==> src/sv/assert_macros.svh <==
// Assertion macros shared by the ventilation pressure alarm RTL.
`ifndef ASSERT_MACROS_SVH
`define ASSERT_MACROS_SVH

// Clocked check, held off while reset is asserted.
`define VPA_ASSERT(lbl, prop, msg) \
    lbl: assert property (@(posedge clk) disable iff (!rst_n) prop) else $error(msg);

// Clocked check that also holds during reset.
`define VPA_ASSERT_ALWAYS(lbl, prop, msg) \
    lbl: assert property (@(posedge clk) prop) else $error(msg);

`endif

==> src/sv/vpa_pkg.sv <==
// Package for the ventilation pressure alarm: codes, types and reset values.
package vpa_pkg;

    localparam int SAMPLE_BITS_DEF = 16;
    localparam int COUNT_BITS_DEF  = 8;

    localparam int CFG_INDEX_BITS = 2;
    localparam int CFG_DATA_BITS  = 16;

    localparam logic [15:0]        OK_MIN_RESET    = 16'd40000;
    localparam logic [15:0]        LOST_LVL_RESET  = 16'd20000;
    localparam logic [7:0]         DEBOUNCE_RESET  = 8'd3;
    localparam logic signed [15:0] CRIT_TEMP_RESET = 16'sd800;

    typedef enum logic [CFG_INDEX_BITS-1:0] {
        CFG_OK_MIN    = 2'd0,
        CFG_LOST_LVL  = 2'd1,
        CFG_DEBOUNCE  = 2'd2,
        CFG_CRIT_TEMP = 2'd3
    } cfg_index_t;

    typedef enum logic [2:0] {
        KIND_SAMPLE = 3'd0,
        KIND_TEMP   = 3'd1,
        KIND_ACK    = 3'd2,
        KIND_START  = 3'd3,
        KIND_STOP   = 3'd4
    } kind_t;

    typedef enum logic [1:0] {
        ST_UNKNOWN  = 2'd0,
        ST_OK       = 2'd1,
        ST_DEGRADED = 2'd2,
        ST_LOST     = 2'd3
    } status_t;

    typedef struct packed {
        logic [15:0]        ok_min;
        logic [15:0]        lost_lvl;
        logic [7:0]         debounce;
        logic signed [15:0] crit_temp;
    } cfg_t;

    typedef struct packed {
        status_t vent_status;
        logic    critical_phase;
        logic    alarm_on;
        logic    lost_event;
        logic    stop_experiment;
        logic    sound_alarm;
        logic    restored_event;
        logic    start_ok;
    } res_t;

endpackage

==> src/sv/vpa_stream_if.sv <==
// Handshake interfaces for the event input and result output channels.
interface vpa_item_if #(
    parameter int SAMPLE_BITS = vpa_pkg::SAMPLE_BITS_DEF
);
    logic                   valid;
    logic                   ready;
    logic [2:0]             kind;
    logic [SAMPLE_BITS-1:0] pressure_code;
    logic signed [15:0]     temperature;

    modport source (output valid, output kind, output pressure_code, output temperature,
                    input ready);
    modport sink   (input valid, input kind, input pressure_code, input temperature,
                    output ready);
endinterface

interface vpa_result_if;
    logic       valid;
    logic       ready;
    logic [1:0] vent_status;
    logic       critical_phase;
    logic       alarm_on;
    logic       lost_event;
    logic       stop_experiment;
    logic       sound_alarm;
    logic       restored_event;
    logic       start_ok;

    modport source (output valid, output vent_status, output critical_phase,
                    output alarm_on, output lost_event, output stop_experiment,
                    output sound_alarm, output restored_event, output start_ok,
                    input ready);
    modport sink   (input valid, input vent_status, input critical_phase,
                    input alarm_on, input lost_event, input stop_experiment,
                    input sound_alarm, input restored_event, input start_ok,
                    output ready);
endinterface

==> src/sv/vpa_cfg_regs.sv <==
// Configuration register bank for the ventilation pressure alarm.
module vpa_cfg_regs (
    input  logic                               clk,
    input  logic                               rst_n,
    input  logic                               cfg_we,
    input  logic [vpa_pkg::CFG_INDEX_BITS-1:0] cfg_index,
    input  logic [vpa_pkg::CFG_DATA_BITS-1:0]  cfg_wdata,
    output vpa_pkg::cfg_t                      cfg
);
    import vpa_pkg::*;

    cfg_t cfg_reg;
    cfg_t cfg_next;

    always_comb
    begin
        cfg_next = cfg_reg;
        if (cfg_we)
        begin
            unique case (cfg_index_t'(cfg_index))
                CFG_OK_MIN:    cfg_next.ok_min    = cfg_wdata[15:0];
                CFG_LOST_LVL:  cfg_next.lost_lvl  = cfg_wdata[15:0];
                CFG_DEBOUNCE:  cfg_next.debounce  = cfg_wdata[7:0];
                CFG_CRIT_TEMP: cfg_next.crit_temp = $signed(cfg_wdata[15:0]);
                default:       cfg_next = cfg_reg;
            endcase
        end
    end

    always_ff @(posedge clk or negedge rst_n)
    begin
        if (!rst_n)
        begin
            cfg_reg.ok_min    <= OK_MIN_RESET;
            cfg_reg.lost_lvl  <= LOST_LVL_RESET;
            cfg_reg.debounce  <= DEBOUNCE_RESET;
            cfg_reg.crit_temp <= CRIT_TEMP_RESET;
        end
        else
        begin
            cfg_reg <= cfg_next;
        end
    end

    assign cfg = cfg_reg;

endmodule

==> src/sv/vpa_core.sv <==
// Input register, monitor state and per-event classification logic.
module vpa_core #(
    parameter int SAMPLE_BITS = vpa_pkg::SAMPLE_BITS_DEF,
    parameter int COUNT_BITS  = vpa_pkg::COUNT_BITS_DEF
) (
    input  logic                   clk,
    input  logic                   rst_n,
    input  vpa_pkg::cfg_t          cfg,
    input  logic                   item_valid,
    output logic                   item_ready,
    input  logic [2:0]             item_kind,
    input  logic [SAMPLE_BITS-1:0] item_pressure_code,
    input  logic signed [15:0]     item_temperature,
    output logic                   res_valid,
    input  logic                   res_ready,
    output vpa_pkg::res_t          res
);
    import vpa_pkg::*;
    `include "assert_macros.svh"

    localparam int CMP_BITS = (COUNT_BITS > 8) ? COUNT_BITS : 8;
    localparam logic [COUNT_BITS-1:0] CountMax = '1;

    // input register
    logic                   in_valid_reg;
    logic [2:0]             kind_reg;
    logic [SAMPLE_BITS-1:0] code_reg;
    logic signed [15:0]     temp_reg;

    // monitor state
    status_t               status_reg,  status_next;
    logic                  phase_reg,   phase_next;
    logic [COUNT_BITS-1:0] count_reg,   count_next;
    logic                  alarm_reg,   alarm_next;
    logic                  monitor_reg, monitor_next;

    logic                   advance;
    logic [SAMPLE_BITS-1:0] ok_thr;
    logic [SAMPLE_BITS-1:0] lost_thr;
    logic                   is_low;
    logic                   is_high;
    logic                   temp_crit;
    logic [7:0]             limit;
    logic [COUNT_BITS-1:0]  count_inc;
    logic                   reached;
    logic                   lost_ev, stop_ev, sound_ev, rest_ev, start_ok;

    assign advance    = in_valid_reg && res_ready;
    assign item_ready = !in_valid_reg || res_ready;

    assign ok_thr    = SAMPLE_BITS'(cfg.ok_min);
    assign lost_thr  = SAMPLE_BITS'(cfg.lost_lvl);
    assign is_low    = code_reg < lost_thr;
    assign is_high   = code_reg >= ok_thr;
    assign temp_crit = temp_reg >= cfg.crit_temp;
    assign limit     = (cfg.debounce == 8'd0) ? 8'd1 : cfg.debounce;
    assign count_inc = (count_reg == CountMax) ? count_reg : count_reg + 1'b1;
    assign reached   = CMP_BITS'(count_inc) >= CMP_BITS'(limit);

    always_comb
    begin
        status_next  = status_reg;
        phase_next   = phase_reg;
        count_next   = count_reg;
        alarm_next   = alarm_reg;
        monitor_next = monitor_reg;
        lost_ev      = 1'b0;
        stop_ev      = 1'b0;
        sound_ev     = 1'b0;
        rest_ev      = 1'b0;
        start_ok     = 1'b0;
        unique case (kind_t'(kind_reg))
            KIND_SAMPLE:
            begin
                start_ok = !is_low && is_high;
                if (monitor_reg)
                begin
                    // low wins over high when the thresholds are crossed
                    if (is_low || (!is_high && status_reg == ST_LOST))
                    begin
                        count_next = count_inc;
                        if (reached && status_reg != ST_LOST)
                        begin
                            status_next = ST_LOST;
                            alarm_next  = 1'b1;
                            lost_ev     = 1'b1;
                            sound_ev    = phase_reg;
                            stop_ev     = !phase_reg;
                        end
                    end
                    else if (is_high)
                    begin
                        count_next  = '0;
                        status_next = ST_OK;
                        if (status_reg == ST_LOST)
                        begin
                            alarm_next = 1'b0;
                            rest_ev    = 1'b1;
                        end
                    end
                    else
                    begin
                        status_next = ST_DEGRADED;
                    end
                end
            end
            KIND_TEMP:
            begin
                phase_next = temp_crit;
            end
            KIND_ACK:
            begin
                alarm_next = 1'b0;
            end
            KIND_START:
            begin
                if (!monitor_reg)
                begin
                    phase_next   = temp_crit;
                    count_next   = '0;
                    alarm_next   = 1'b0;
                    monitor_next = 1'b1;
                end
            end
            KIND_STOP:
            begin
                if (monitor_reg)
                begin
                    monitor_next = 1'b0;
                    alarm_next   = 1'b0;
                end
            end
            default:
            begin
                status_next = status_reg;
            end
        endcase
    end

    always_comb
    begin
        res.vent_status     = status_next;
        res.critical_phase  = phase_next;
        res.alarm_on        = alarm_next;
        res.lost_event      = lost_ev;
        res.stop_experiment = stop_ev;
        res.sound_alarm     = sound_ev;
        res.restored_event  = rest_ev;
        res.start_ok        = start_ok;
    end
    assign res_valid = in_valid_reg;

    always_ff @(posedge clk or negedge rst_n)
    begin
        if (!rst_n)
        begin
            in_valid_reg <= 1'b0;
        end
        else if (item_ready)
        begin
            in_valid_reg <= item_valid;
        end
    end

    always_ff @(posedge clk)
    begin
        if (item_ready && item_valid)
        begin
            kind_reg <= item_kind;
            code_reg <= item_pressure_code;
            temp_reg <= item_temperature;
        end
    end

    always_ff @(posedge clk or negedge rst_n)
    begin
        if (!rst_n)
        begin
            status_reg  <= ST_UNKNOWN;
            phase_reg   <= 1'b0;
            count_reg   <= '0;
            alarm_reg   <= 1'b0;
            monitor_reg <= 1'b0;
        end
        else if (advance)
        begin
            status_reg  <= status_next;
            phase_reg   <= phase_next;
            count_reg   <= count_next;
            alarm_reg   <= alarm_next;
            monitor_reg <= monitor_next;
        end
    end

    `VPA_ASSERT(a_lost_latches, advance && lost_ev |=> status_reg == ST_LOST && alarm_reg, "lost event did not latch status and alarm")
    `VPA_ASSERT(a_restore_clears, advance && rest_ev |=> status_reg == ST_OK && count_reg == '0 && !alarm_reg, "restore left count or alarm set")
    `VPA_ASSERT(a_idle_quiet, advance && !monitor_reg |-> !lost_ev && !rest_ev, "event raised while monitoring off")
    `VPA_ASSERT(a_mark_split, lost_ev == (stop_ev || sound_ev) && !(stop_ev && sound_ev), "lost event marking inconsistent")
    `VPA_ASSERT_ALWAYS(a_reset_idle, !rst_n |=> !in_valid_reg || $past(rst_n), "input register valid out of reset")

endmodule

==> src/sv/vpa_out_stage.sv <==
// Result register between the core and the output channel.
module vpa_out_stage (
    input  logic          clk,
    input  logic          rst_n,
    input  logic          in_valid,
    output logic          in_ready,
    input  vpa_pkg::res_t in_res,
    vpa_result_if.source  result
);
    import vpa_pkg::*;

    logic valid_reg;
    res_t res_reg;

    assign in_ready = !valid_reg || result.ready;

    always_ff @(posedge clk or negedge rst_n)
    begin
        if (!rst_n)
        begin
            valid_reg <= 1'b0;
        end
        else if (in_ready)
        begin
            valid_reg <= in_valid;
        end
    end

    always_ff @(posedge clk)
    begin
        if (in_ready && in_valid)
        begin
            res_reg <= in_res;
        end
    end

    assign result.valid           = valid_reg;
    assign result.vent_status     = res_reg.vent_status;
    assign result.critical_phase  = res_reg.critical_phase;
    assign result.alarm_on        = res_reg.alarm_on;
    assign result.lost_event      = res_reg.lost_event;
    assign result.stop_experiment = res_reg.stop_experiment;
    assign result.sound_alarm     = res_reg.sound_alarm;
    assign result.restored_event  = res_reg.restored_event;
    assign result.start_ok        = res_reg.start_ok;

endmodule

==> src/sv/ventilation_pressure_alarm_unit.sv <==
// Ventilation pressure alarm: hysteresis comparator with debounce, top level.
//
// Every transfer on the item channel (a pressure sample, temperature update,
// acknowledge, start or stop) yields exactly one transfer on the result
// channel, in order. Sustained rate is one item per clock while the sink
// takes every result. The item lands in the input register at its transfer
// and moves to the result register once that register is free; the result
// is valid from there. Each item makes its update of the monitor state
// (status, phase, lost count, alarm, monitoring flag) before the next one is
// looked at. While a result waits for the sink, the input register can still
// take one more item; after that the item channel stalls until the sink takes
// the result. Configuration is written through cfg_we / cfg_index / cfg_wdata
// and must only change while no item is in flight. No clearing pass is needed
// after reset.
module ventilation_pressure_alarm_unit #(
    parameter int SAMPLE_BITS = vpa_pkg::SAMPLE_BITS_DEF,
    parameter int COUNT_BITS  = vpa_pkg::COUNT_BITS_DEF
) (
    input  logic                               clk,
    input  logic                               rst_n,
    input  logic                               cfg_we,
    input  logic [vpa_pkg::CFG_INDEX_BITS-1:0] cfg_index,
    input  logic [vpa_pkg::CFG_DATA_BITS-1:0]  cfg_wdata,
    vpa_item_if.sink                           item,
    vpa_result_if.source                       result
);
    import vpa_pkg::*;

    cfg_t cfg;
    res_t core_res;
    logic core_valid;
    logic stage_ready;

    // threshold, debounce and phase settings
    vpa_cfg_regs u_cfg (
        .clk       (clk),
        .rst_n     (rst_n),
        .cfg_we    (cfg_we),
        .cfg_index (cfg_index),
        .cfg_wdata (cfg_wdata),
        .cfg       (cfg)
    );

    // input register, classification and state update; the state only
    // moves when the item leaves the input register for the result stage
    vpa_core #(
        .SAMPLE_BITS (SAMPLE_BITS),
        .COUNT_BITS  (COUNT_BITS)
    ) u_core (
        .clk                (clk),
        .rst_n              (rst_n),
        .cfg                (cfg),
        .item_valid         (item.valid),
        .item_ready         (item.ready),
        .item_kind          (item.kind),
        .item_pressure_code (SAMPLE_BITS'(item.pressure_code)),
        .item_temperature   (item.temperature),
        .res_valid          (core_valid),
        .res_ready          (stage_ready),
        .res                (core_res)
    );

    // result register facing the sink
    vpa_out_stage u_out (
        .clk      (clk),
        .rst_n    (rst_n),
        .in_valid (core_valid),
        .in_ready (stage_ready),
        .in_res   (core_res),
        .result   (result)
    );

endmodule

==> src/flat_wrapper.sv <==
// flat-port wrapper written by rule: the top's interface ports become plain ports
module ventilation_pressure_alarm_unit_flat import vpa_pkg::*;
#(
    parameter int SAMPLE_BITS = vpa_pkg::SAMPLE_BITS_DEF,
    parameter int COUNT_BITS  = vpa_pkg::COUNT_BITS_DEF
)
  (clk, rst_n, cfg_we, cfg_index, cfg_wdata, item_valid, item_kind, item_pressure_code, item_temperature, item_ready, result_valid, result_vent_status, result_critical_phase, result_alarm_on, result_lost_event, result_stop_experiment, result_sound_alarm, result_restored_event, result_start_ok, result_ready);
  vpa_item_if #(.SAMPLE_BITS(SAMPLE_BITS)) item_i ();
  vpa_result_if result_i ();
  input  logic clk;
  input  logic rst_n;
  input  logic cfg_we;
  input  logic [vpa_pkg::CFG_INDEX_BITS-1:0] cfg_index;
  input  logic [vpa_pkg::CFG_DATA_BITS-1:0] cfg_wdata;
  input wire logic [$bits(item_i.valid)-1:0] item_valid;
  input wire logic [$bits(item_i.kind)-1:0] item_kind;
  input wire logic [$bits(item_i.pressure_code)-1:0] item_pressure_code;
  input wire logic [$bits(item_i.temperature)-1:0] item_temperature;
  output wire logic [$bits(item_i.ready)-1:0] item_ready;
  output wire logic [$bits(result_i.valid)-1:0] result_valid;
  output wire logic [$bits(result_i.vent_status)-1:0] result_vent_status;
  output wire logic [$bits(result_i.critical_phase)-1:0] result_critical_phase;
  output wire logic [$bits(result_i.alarm_on)-1:0] result_alarm_on;
  output wire logic [$bits(result_i.lost_event)-1:0] result_lost_event;
  output wire logic [$bits(result_i.stop_experiment)-1:0] result_stop_experiment;
  output wire logic [$bits(result_i.sound_alarm)-1:0] result_sound_alarm;
  output wire logic [$bits(result_i.restored_event)-1:0] result_restored_event;
  output wire logic [$bits(result_i.start_ok)-1:0] result_start_ok;
  input wire logic [$bits(result_i.ready)-1:0] result_ready;
  assign item_i.valid = item_valid;
  assign item_i.kind = item_kind;
  assign item_i.pressure_code = item_pressure_code;
  assign item_i.temperature = item_temperature;
  assign item_ready = item_i.ready;
  assign result_valid = result_i.valid;
  assign result_vent_status = result_i.vent_status;
  assign result_critical_phase = result_i.critical_phase;
  assign result_alarm_on = result_i.alarm_on;
  assign result_lost_event = result_i.lost_event;
  assign result_stop_experiment = result_i.stop_experiment;
  assign result_sound_alarm = result_i.sound_alarm;
  assign result_restored_event = result_i.restored_event;
  assign result_start_ok = result_i.start_ok;
  assign result_i.ready = result_ready;
  ventilation_pressure_alarm_unit #(.SAMPLE_BITS(SAMPLE_BITS), .COUNT_BITS(COUNT_BITS)) u_core (.clk(clk), .rst_n(rst_n), .cfg_we(cfg_we), .cfg_index(cfg_index), .cfg_wdata(cfg_wdata), .item(item_i), .result(result_i));
endmodule
==> config.mk <==
export PLATFORM = sky130hd
export DESIGN_NAME = ventilation_pressure_alarm_unit_flat
export DESIGN_NICKNAME = d
export VERILOG_FILES = /design/src/sv/vpa_pkg.sv /design/src/sv/vpa_stream_if.sv /design/src/sv/vpa_cfg_regs.sv /design/src/sv/vpa_core.sv /design/src/sv/vpa_out_stage.sv /design/src/sv/ventilation_pressure_alarm_unit.sv /design/src/flat_wrapper.sv
export VERILOG_INCLUDE_DIRS = /design/src /design/src/sv
export SDC_FILE = /design/constraint.sdc
export NUM_CORES = 1
export LEC_CHECK = 0
export ABC_AREA = 1
export BUFFER_PORTS_ARGS = -buffer_cell sky130_fd_sc_hd__clkbuf_2
export CELL_PAD_IN_SITES_DETAIL_PLACEMENT = 1
export CELL_PAD_IN_SITES_GLOBAL_PLACEMENT = 2
export CORE_MARGIN = 1
export CORE_UTILIZATION = 25
export DETAILED_ROUTE_END_ITERATION = 10
export PLACE_DENSITY = 0.56
export SYNTH_ARGS = -nofsm -noshare
export SYNTH_HDL_FRONTEND = slang
export SYNTH_HIERARCHICAL = 1
export SYNTH_SLANG_ARGS = --single-unit
==> constraint.sdc <==
create_clock -name clk -period 7.3 [get_ports clk]
set_input_delay 0 -clock clk [delete_from_list [all_inputs] [get_ports clk]]
set_output_delay 0 -clock clk [all_outputs]
set_load 0.005 [all_outputs]
# --- Word level (Yosys, flattened, before mapping) ---
# Index checks and enable logic that the tools add are counted.
op_classes:
  add_sub_neg: 1
  magnitude_cmp: 4
  n_eq_ne: 13
  n_mux: 25
  bitwise: 3
  n_reduce_logical: 27
op_table:
  columns: ["op", "count"]
  rows:
  - ["2-to-1 mux 8 bit", 6]
  - [">= comparator 16 bit", 2]
  - ["< comparator 16 bit", 1]
  - ["case mux 8 bit (2 select lines)", 1]
  - ["2-to-1 mux 1 bit", 10]
  - ["2-to-1 mux 2 bit", 5]
  - ["AND reduction 2 bit", 5]
  - ["adder 8 x 1 -> 8 bit, second input constant", 1]
  - ["== test 8 bit, second input constant", 1]
  - [">= comparator 8 bit", 1]
  - ["logical NOT 8 bit", 1]
  - ["== test 2 bit, second input constant", 3]
  - ["== test 3 x 2 -> 1 bit, second input constant", 2]
  - ["inequality test 2 bit, second input constant", 3]
  - ["logical AND 1 bit", 5]
  - ["logical NOT 1 bit", 5]
  - ["AND reduction 5 bit", 1]
  - ["case mux 1 bit (2 select lines)", 2]
  - ["case mux 1 bit (4 select lines)", 1]
  - ["AND reduction 4 bit", 1]
  - ["nonzero test 2 bit", 2]
  - ["OR reduction 4 bit", 1]
  - ["== test 3 x 1 -> 1 bit, second input constant", 1]
  - ["== test 3 bit, second input constant", 1]
  - ["7 further kinds", 11]
totals:
  reg_bits: 115
  in_bits: 58
  output_inout_bits: 11
  wordCells: 95

# --- Longest topological paths before layout ---
# Gate-level depths: netlist (run 1).
logic_depth:
  depth_word: 8
  ltp_mapped: 20
  ltp_nobuf: 20

# --- Hierarchy ---
# The synthesis (run 1) kept the hierarchy.
by_module_without_submodules:
  columns: ["module", "instances", "cells_per_inst", "area_per_inst_um2", "seq_area_each_um2"]
  rows:
  - ["vpa_core", 1, 448, 3678.5, 1401.3]
  - ["vpa_cfg_regs", 1, 249, 2299.7, 1420.1]
  - ["vpa_out_stage", 1, 15, 315.3, 295.3]

# --- Worst setup path after synthesis (run 1) ---
# No wires, ideal clock.
synth_path:
  path_type: "register to register"
  from: "reg u_core.u_out.valid_reg (netlist: u_core/u_out/result.valid)"
  to: "reg u_core.u_core.code_reg[0], enable pin"
  setup_ns: 0.439
  arrival_time_ns: 2.264
  required_ns: 6.861
  setup_slack_ns: 4.597
  stages_incl_launch_ff: 4
  n_path_buf: 0
  period_less_slack_ns: 2.703
  cell_sequence: "dfrtp_1 nand2_1 inv_1 a21oi_1"
synth_via:
  elab_chain_cells: 4
synth_lines:
  columns: ["item", "line_no", "text"]
  rows:
  - ["from (decl)", "vpa_out_stage.sv:12", "logic valid_reg;"]
  - ["from (signal assigned)", "vpa_out_stage.sv:25", "valid_reg <= in_valid;"]
  - ["logical NOT 1 bit", "vpa_out_stage.sv:15", "assign in_ready = !valid_reg || result.ready;"]
  - ["logical OR 1 bit", "vpa_out_stage.sv:15", null]
  - ["net u_core.stage_ready", "ventilation_pressure_alarm_unit.sv:32", "logic stage_ready;"]
  - ["logical OR 1 bit", "vpa_core.sv:49", "assign item_ready = !in_valid_reg || res_ready;"]
  - ["logical AND 1 bit", "vpa_core.sv:167", "if (item_ready && item_valid)"]
  - ["to (signal assigned)", "vpa_core.sv:170", "code_reg <= item_pressure_code;"]
  - ["to (decl)", "vpa_core.sv:27", "logic [SAMPLE_BITS-1:0] code_reg;"]
# The timed path passes the listed nets, and every way through them passes these cells.
# A chain may end at the register's enable or synchronous reset.

==> run summary, run 1 <==
status: complete, no violations
Clock Sinks: 115
grt total ovfl: 0
WS Path Type: flop to flop
dominant cells by area after synthesis: dfrtp_1 (22%), edfxtp_1 (21%), nand2_1 (13%)
Starting DRT DRC Count: 157
max FFs per register: 56
# diodes: 0
crit path cell chain: ha_1, nand2_2, inv_2, nand3_4, nor2_4, nand2_4, clkinv_2, nor3_2, a21oi_4, ha_1, a21oi_1, o21ai_0, nand2_1, nand3_1, nand2_1, nand2_1, nand2_1, nand3_1, nand2_1, inv_1
starting density of the core: 0.257
Placed Cells: 1081
CTS tree: done
Worst Hold Launch: cfg_index[1]
R2R Setup Slk: 4.54 ns
largest net degree at the start of global routing: 72
Port Buf Inserts: 68
syn nets: 826
cts hold-fix bufs: 54
Synth cell types: 37
first-pass GRT wire length: 28500 um
Clk Latency, worst-skew pair: 0.41 ns
die width: 161 um
Post-Syn Instances: 712
post-CTS setup buffers: 0
Post-synth EDFFs: 44
RSZ-0062 raised after global routing: false
data required time of the critical path: 7.47 ns
fin util: 0.330
dominant cell type by area after synthesis: dfrtp_1
fillcell total: 2927
dominant synthesized flop cell: dfrtp_1
CTS max path bufs: 2
synthesized area: 6290 um^2
Fin. Hold Viols: 0
Max Transition Viols Final: 0
vias: 5072
crit path from: u_core/u_core/count_reg[0]$_DFFE_PN0P_
CP Launch Type: flop
Tmin final: 2.76 ns
post-route ant nets: 0
sequential fraction of the synthesis area: 0.495
Worst Tran Pin Value: 0.978 ns
layout net count: 944
FF+latch count, synth: 115
setup TNS: 0 ns
antenna violations before repair: 0
DP HPWL: 11900 um
Syn Area/Cell: 8.84 um^2
worst hold path class: input port to flop
RR Startpoint: u_core/u_core/count_reg[0]$_DFFE_PN0P_
hold path cells: 3
drt first pass iters: 4
Worst R2R Path Depth: 20
Rows: 57
final std cells w/o fill: 1167
Slew headroom: 0.348
Peak Freq: 362 MHz
WHS: 0.216 ns
post-cts resize count: 0
# H-tree levels: 4
crit end category: flop
Worst R2R End: u_core/u_out/result.vent_status[1]$_DFFE_PP_
design area: 8090 um^2
Yosys warning count: 6
Power Density: 261 nW/um^2
# setup viols final: 0
P&R area growth vs syn: 28.5%
clock skew: 0.00917 ns
Worst Hold End: u_core/u_cfg/cfg[9]$_DFFE_PN1P_
Top cell by count, worst path: nand2_1
period utilization: 0.378
Post-DP Area: 6930 um^2
CTS Buf Count: 17
CP max FO: 8
max cap viols: 0
vias in the first global route: 5501
worst vdd ir: 0.139 mV
Die Y: 161 um
clk root buf: clkbuf_16
slowest CP cell: dfrtp_1
wire per inst: 14.4 um
RePlAce Congestion: 0.773
IO Count: 69
Data arrival, critical path: 2.93 ns
Yosys top cell area share: 0.223
Total Die Area: 25800 um^2
fraction of registers with async set or reset after synthesis: 0.617
fraction of layout cells with a size suffix above 1: 0.177
vias per inst: 4.35
core area: 24500 um^2
Leakage Power: 3.96 nW
drt total wl: 16800 um
largest stage delay on the critical path: 0.43 ns
All-Layer GR Usage: 0.142
# DRC: 0
CTS clk-pin slew, worst paths: 0.06 ns
-- worst max-delay path: cells and delay by family, from the launching register on --
| family | cells | cell delay [ns] |
|---|---|---|
| and+or+nand+nor | 12 | 1.07 |
| AOI/OAI and AO/OA | 3 | 0.28 |
| DFF | 1 | 0.43 |
| buffers and inverters | 3 | 0.18 |
| adders and majority gates | 2 | 0.56 |
-- through the flow --
step	power, W	setup WS (ns)
after floorplan	0.00109	4.60
after global placement	0.00121	4.61
after detailed placement	0.00123	4.55
after CTS	0.00215	4.52
after global routing	0.00226	4.26
final	0.00211	4.54
-- worst max-delay path by stage --
stage | cells past startpoint | slack (ns) | endpoint
6_report | 20 | 4.54 | u_core/u_out/result.vent_status[1]$_DFFE_PP_
3_5_place_dp | 20 | 4.55 | u_core/u_out/result.vent_status[1]$_DFFE_PP_
5_1_grt | 20 | 4.26 | u_core/u_out/result.vent_status[1]$_DFFE_PP_
4_1_cts | 20 | 4.52 | u_core/u_out/result.vent_status[1]$_DFFE_PP_
2_1_floorplan | 3 | 4.60 | u_core/u_core/code_reg[0]$_DFFE_PP_
3_3_place_gp | 20 | 4.61 | u_core/u_out/result.vent_status[1]$_DFFE_PP_
-- where the power goes --
part           internal, W  switching [W]
sequential        0.000770      0.0000535
clock             0.000535       0.000343
combinational     0.000161       0.000249
-- logic make-up (layout without fill, tap and decap cells) --
family,Yosys count,in the layout,synth area share
flops,115,115,0.495
fa+ha+maj,56,56,0.111
compound gates,56,56,0.0489
simple gates,354,354,0.258
buf+inv,129,260,0.0839
xor+xnor,2,2,0.00278
-- layout make-up --
cell class	instances	area (um^2)	area share
Sequential cell	115	3120	0.385
Multi-Input combinational cell	468	2660	0.329
Timing Repair Buffer	124	898	0.111
Clock buffer	18	450	0.0557
Tap cell	324	405	0.0501
Inverter	104	392	0.0484
Clock inverter	14	166	0.0206
-- routing by layer --
layer  global-route usage  share of wire  up-vias  wire length (um)
met4               0.0329         0.0079        0               132
met3               0.0328          0.027        7               455
met1                0.186           0.49     2422              8230
met2                0.236           0.47       62              7940
met5                    0              0        -                 0
li1                     -              -     2581                 -
-- synthesized netlist by cell type (3+ instances only) --
| master | n |
|---|---|
| nor3_1 | 4 |
| ha_1 | 56 |
| buf_2 | 10 |
| edfxtp_1 | 44 |
| nand2_2 | 7 |
| inv_1 | 94 |
| dfstp_2 | 15 |
| a21oi_1 | 34 |
| clkbuf_1 | 6 |
| nand3_2 | 3 |
| nand2_1 | 216 |
| nor2_1 | 26 |
| nor2_4 | 3 |
| nand3_1 | 38 |
| o21ai_0 | 13 |
| inv_2 | 7 |
| nand4_1 | 46 |
| buf_4 | 8 |
| dfrtp_1 | 56 |
-- cell usage in the layout, fill, tap and decap left out, types with 4 or more instances in the layout --
cell / n
a21oi_1: 33
clkbuf_16: 18
clkbuf_2: 67
dfrtp_1: 56
dfstp_2: 15
dlygate4sd3_1: 54
edfxtp_1: 44
ha_1: 56
inv_1: 94
inv_2: 7
inv_6: 4
nand2_1: 216
nand2_2: 7
nand3_1: 38
nand4_1: 46
nor2_1: 26
nor3_1: 4
o21ai_0: 13
Note: power is estimated with default switching activity, not from simulation.
==> inputs of run 2 (changes only) <==
clock period = 2.9 ns   (was 7.3 ns; I/O delays follow)
==> run 2 against run 1 <==
  * Register-to-register slack got worse by 4.3 ns
  * Clock skew increased by 0.0036 ns
  * Sequential power increased to 2.5 times the previous value
  * Count of clock-buffer cells in the layout increased by 3
  * Global-route usage about the same
  * Via count increased by 0.20%
  * Die area unchanged
  * Power increased by 150%
  * Worst hold slack got worse by 0.12 ns
  * Clock power increased by 130%
  * Cell area increased by 0.48%
  * Critical path type unchanged
  * Largest power group is now sequential cells
==> run summary, run 2 (synthesized netlist as in run 1, its figures left out) <==
CTS tree: done (unchanged)
Worst Hold End: u_core/u_cfg/cfg[42]$_DFFE_PN0P_ (was u_core/u_cfg/cfg[9]$_DFFE_PN1P_)
# DRC: 0 (unchanged)
period utilization: 0.921 (was 0.378)
Clock Sinks: 115 (unchanged)
die width: 161 um (unchanged)
Die Y: 161 um (unchanged)
data required time of the critical path: 3.07 ns (was 7.47 ns)
Int Power: 0.00365 W (was 0.00147 W)
fraction of layout cells with a size suffix above 1: 0.184 (was 0.177)
CTS clk-pin slew, worst paths: 0.06 ns (about the same)
Total Die Area: 25800 um^2 (unchanged)
drt first pass iters: 4 (unchanged)
first-pass GRT wire length: 28500 um (about the same)
crit path cell chain: ha_2, nand2_2, inv_4, nand3_4, nor2_4, nand2_4, clkinv_2, a21oi_1, inv_1, ha_1, a21oi_1, o21a_1, nand3_2, nand2_2, nand2_1, nand2_1, nand3_1, nand2_1, inv_1 (was ha_1, nand2_2, inv_2, nand3_4, nor2_4, nand2_4, clkinv_2, nor3_2, a21oi_4, ha_1, a21oi_1, o21ai_0, nand2_1, nand3_1, nand2_1, nand2_1, nand2_1, nand3_1, nand2_1, inv_1)
largest stage delay on the critical path: 0.43 ns (about the same)
Max Transition Viols Final: 0 (unchanged)
Worst R2R Path Depth: 19 (was 20)
CP delay by family, top: simple AND/OR/NAND/NOR gates (unchanged)
Seq pwr share: 0.400 (was 0.390)
Clk network pwr share: 0.394 (was 0.416)
grt total ovfl: 0 (unchanged)
commonest non-fill, non-tap cells in the layout: nand2_1 (215), inv_1 (94), clkbuf_2 (67) (was nand2_1 (216), inv_1 (94), clkbuf_2 (67))
All-Layer GR Usage: 0.142 (about the same)
Port Buf Inserts: 68 (unchanged)
switching fraction of total power: 0.297 (was 0.306)
vias in the first global route: 5488 (was 5501)
setup TNS: 0 ns (unchanged)
CTS Buf Count: 17 (unchanged)
Worst Tran Pin Value: 0.990 ns (was 0.978 ns)
wire per inst: 14.7 um (was 14.4 um)
CP max FO: 7 (was 8)
clock skew: 0.0128 ns (was 0.00917 ns)
CTS max path bufs: 2 (unchanged)
Worst R2R End: u_core/u_out/result.vent_status[1]$_DFFE_PP_ (unchanged)
# diodes: 0 (unchanged)
Starting DRT DRC Count: 169 (was 157)
P&R area growth vs syn: 29.1% (was 28.5%)
slack of the critical path: 0.228 ns (was 4.54 ns)
Power Density: 638 nW/um^2 (was 261 nW/um^2)
DP HPWL: 12300 um (was 11900 um)
# H-tree levels: 4 (unchanged)
fillcell total: 2918 (was 2927)
RePlAce Congestion: 0.775 (was 0.773)
Peak Freq: 374 MHz (was 362 MHz)
hold path cells: 3 (unchanged)
vias per inst: 4.34 (was 4.35)
RSZ-0062 raised after global routing: true (was false)
CP Launch Type: flop (unchanged)
IO Count: 69 (unchanged)
Slew headroom: 0.340 (was 0.348)
# setup viols final: 0 (unchanged)
Data arrival, critical path: 2.84 ns (was 2.93 ns)
crit end category: flop (unchanged)
worst hold path class: input port to flop (unchanged)
max cap viols: 0 (unchanged)
worst vdd ir: 0.273 mV (was 0.139 mV)
clk root buf: clkbuf_16 (unchanged)
Worst Hold Launch: cfg_we (was cfg_index[1])
Clk Latency, worst-skew pair: 0.41 ns (about the same)
Fin. Hold Viols: 0 (unchanged)
slowest CP cell: dfrtp_1 (unchanged)
Leakage Power: 3.98 nW (was 3.96 nW)
post-route ant nets: 0 (unchanged)
design area: 8130 um^2 (was 8090 um^2)
Rows: 57 (unchanged)
CP bufs+invs: 4 (was 3)
commonest non-fill, non-tap cell in the layout: nand2_1 (unchanged)
vias: 5082 (was 5072)
fin util: 0.331 (was 0.330)
WHS: 0.0962 ns (was 0.216 ns)
sw power: 0.00154 W (was 0.000646 W)
R2R Setup Slk: 0.23 ns (was 4.54 ns)
Comb power frac: 0.206 (was 0.194)
RR Startpoint: u_core/u_core/count_reg[1]$_DFFE_PN0P_ (was u_core/u_core/count_reg[0]$_DFFE_PN0P_)
Tmin final: 2.67 ns (was 2.76 ns)
antenna violations before repair: 0 (unchanged)
starting density of the core: 0.257 (unchanged)
layout net count: 948 (was 944)
core area: 24500 um^2 (unchanged)
max FFs per register: 56 (unchanged)
WS Path Type: flop to flop (unchanged)
DP Worst Slack: 0.0876 ns (was 4.55 ns)
Post-DP Area: 6950 um^2 (was 6930 um^2)
drt total wl: 17200 um (was 16800 um)
Top cell by count, worst path: nand2_1 (unchanged)
status: complete, no violations (unchanged)
largest net degree at the start of global routing: 72 (unchanged)
==> run 2: cell types whose count changed in the layout (fill, tap and decap cells not counted), moves of 3 or more <==
cell / delta
clkbuf_1: +3
clkinv_2: +4
buf_4: +3
inv_6: -4
inv_8: -3
==> run 2: how the worst max path moves through the flow <==
stage                                      startpoint                                      endpoint  cells past startpoint
2_1_floorplan   u_core/u_out/result.valid$_DFFE_PN0P_           u_core/u_core/code_reg[0]$_DFFE_PP_                      3
3_3_place_gp   u_core/u_core/count_reg[0]$_DFFE_PN0P_  u_core/u_out/result.vent_status[1]$_DFFE_PP_                     20
3_5_place_dp   u_core/u_core/count_reg[0]$_DFFE_PN0P_  u_core/u_out/result.vent_status[1]$_DFFE_PP_                     19
4_1_cts        u_core/u_core/count_reg[0]$_DFFE_PN0P_  u_core/u_out/result.vent_status[1]$_DFFE_PP_                     19
5_1_grt        u_core/u_core/count_reg[1]$_DFFE_PN0P_  u_core/u_out/result.vent_status[1]$_DFFE_PP_                     20
6_report       u_core/u_core/count_reg[1]$_DFFE_PN0P_  u_core/u_out/result.vent_status[1]$_DFFE_PP_                     19
==> run 2: worst min-delay path, delay by kind of cell <==
| kind | cells | cell delay (ns) |
|---|---|---|
| buffers and inverters | 1 | 0.25 |
| and+or+nand+nor | 2 | 0.21 |
==> run 2: layer usage <==
| metal | global-route usage | share of wire |
|---|---|---|
| met3 | 0.0315 | 0.027 |
| met4 | 0.0381 | 0.0086 |
| met5 | 0 | 0 |
| met2 | 0.239 | 0.49 |
| met1 | 0.182 | 0.48 |
==> run 2: timing repair <==
| action | in CTS | in global routing |
|---|---|---|
| resized for setup | 0 | 10 |
| setup endpoints to repair | 0 | 6 |
| hold endpoints to repair | 149 | 0 |
| hold buffers | 54 | 0 |
| setup buffers | 0 | 3 |
==> run 2: final cells by class <==
class	instances	area (um^2)	share of cell area
Clock buffer	21	450	0.0554
Multi-Input combinational cell	468	2710	0.333
Sequential cell	115	3120	0.384
Inverter	104	394	0.0485
Clock inverter	11	114	0.0140
Timing Repair Buffer	128	941	0.116
Tap cell	324	405	0.0499
==> run 2: metrics by stage <==
| step | power, W | cells |
|---|---|---|
| after floorplan | 0.00275 | 712 |
| after global placement | 0.00306 | 1082 |
| after detailed placement | 0.00310 | 1082 |
| after CTS | 0.00525 | 1168 |
| after global routing | 0.00556 | 1171 |
| final | 0.00519 | 1171 |
==> run 2: power by group through the flow <==
stage / clock network (W) / logic [W] / registers [W]
floorplan: 0 / 0.000688 / 0.00206
global placement: 0 / 0.000959 / 0.00210
detailed placement: 0 / 0.000994 / 0.00210
CTS: 0.00211 / 0.00106 / 0.00208
global route: 0.00219 / 0.00126 / 0.00211
finish: 0.00204 / 0.00107 / 0.00208
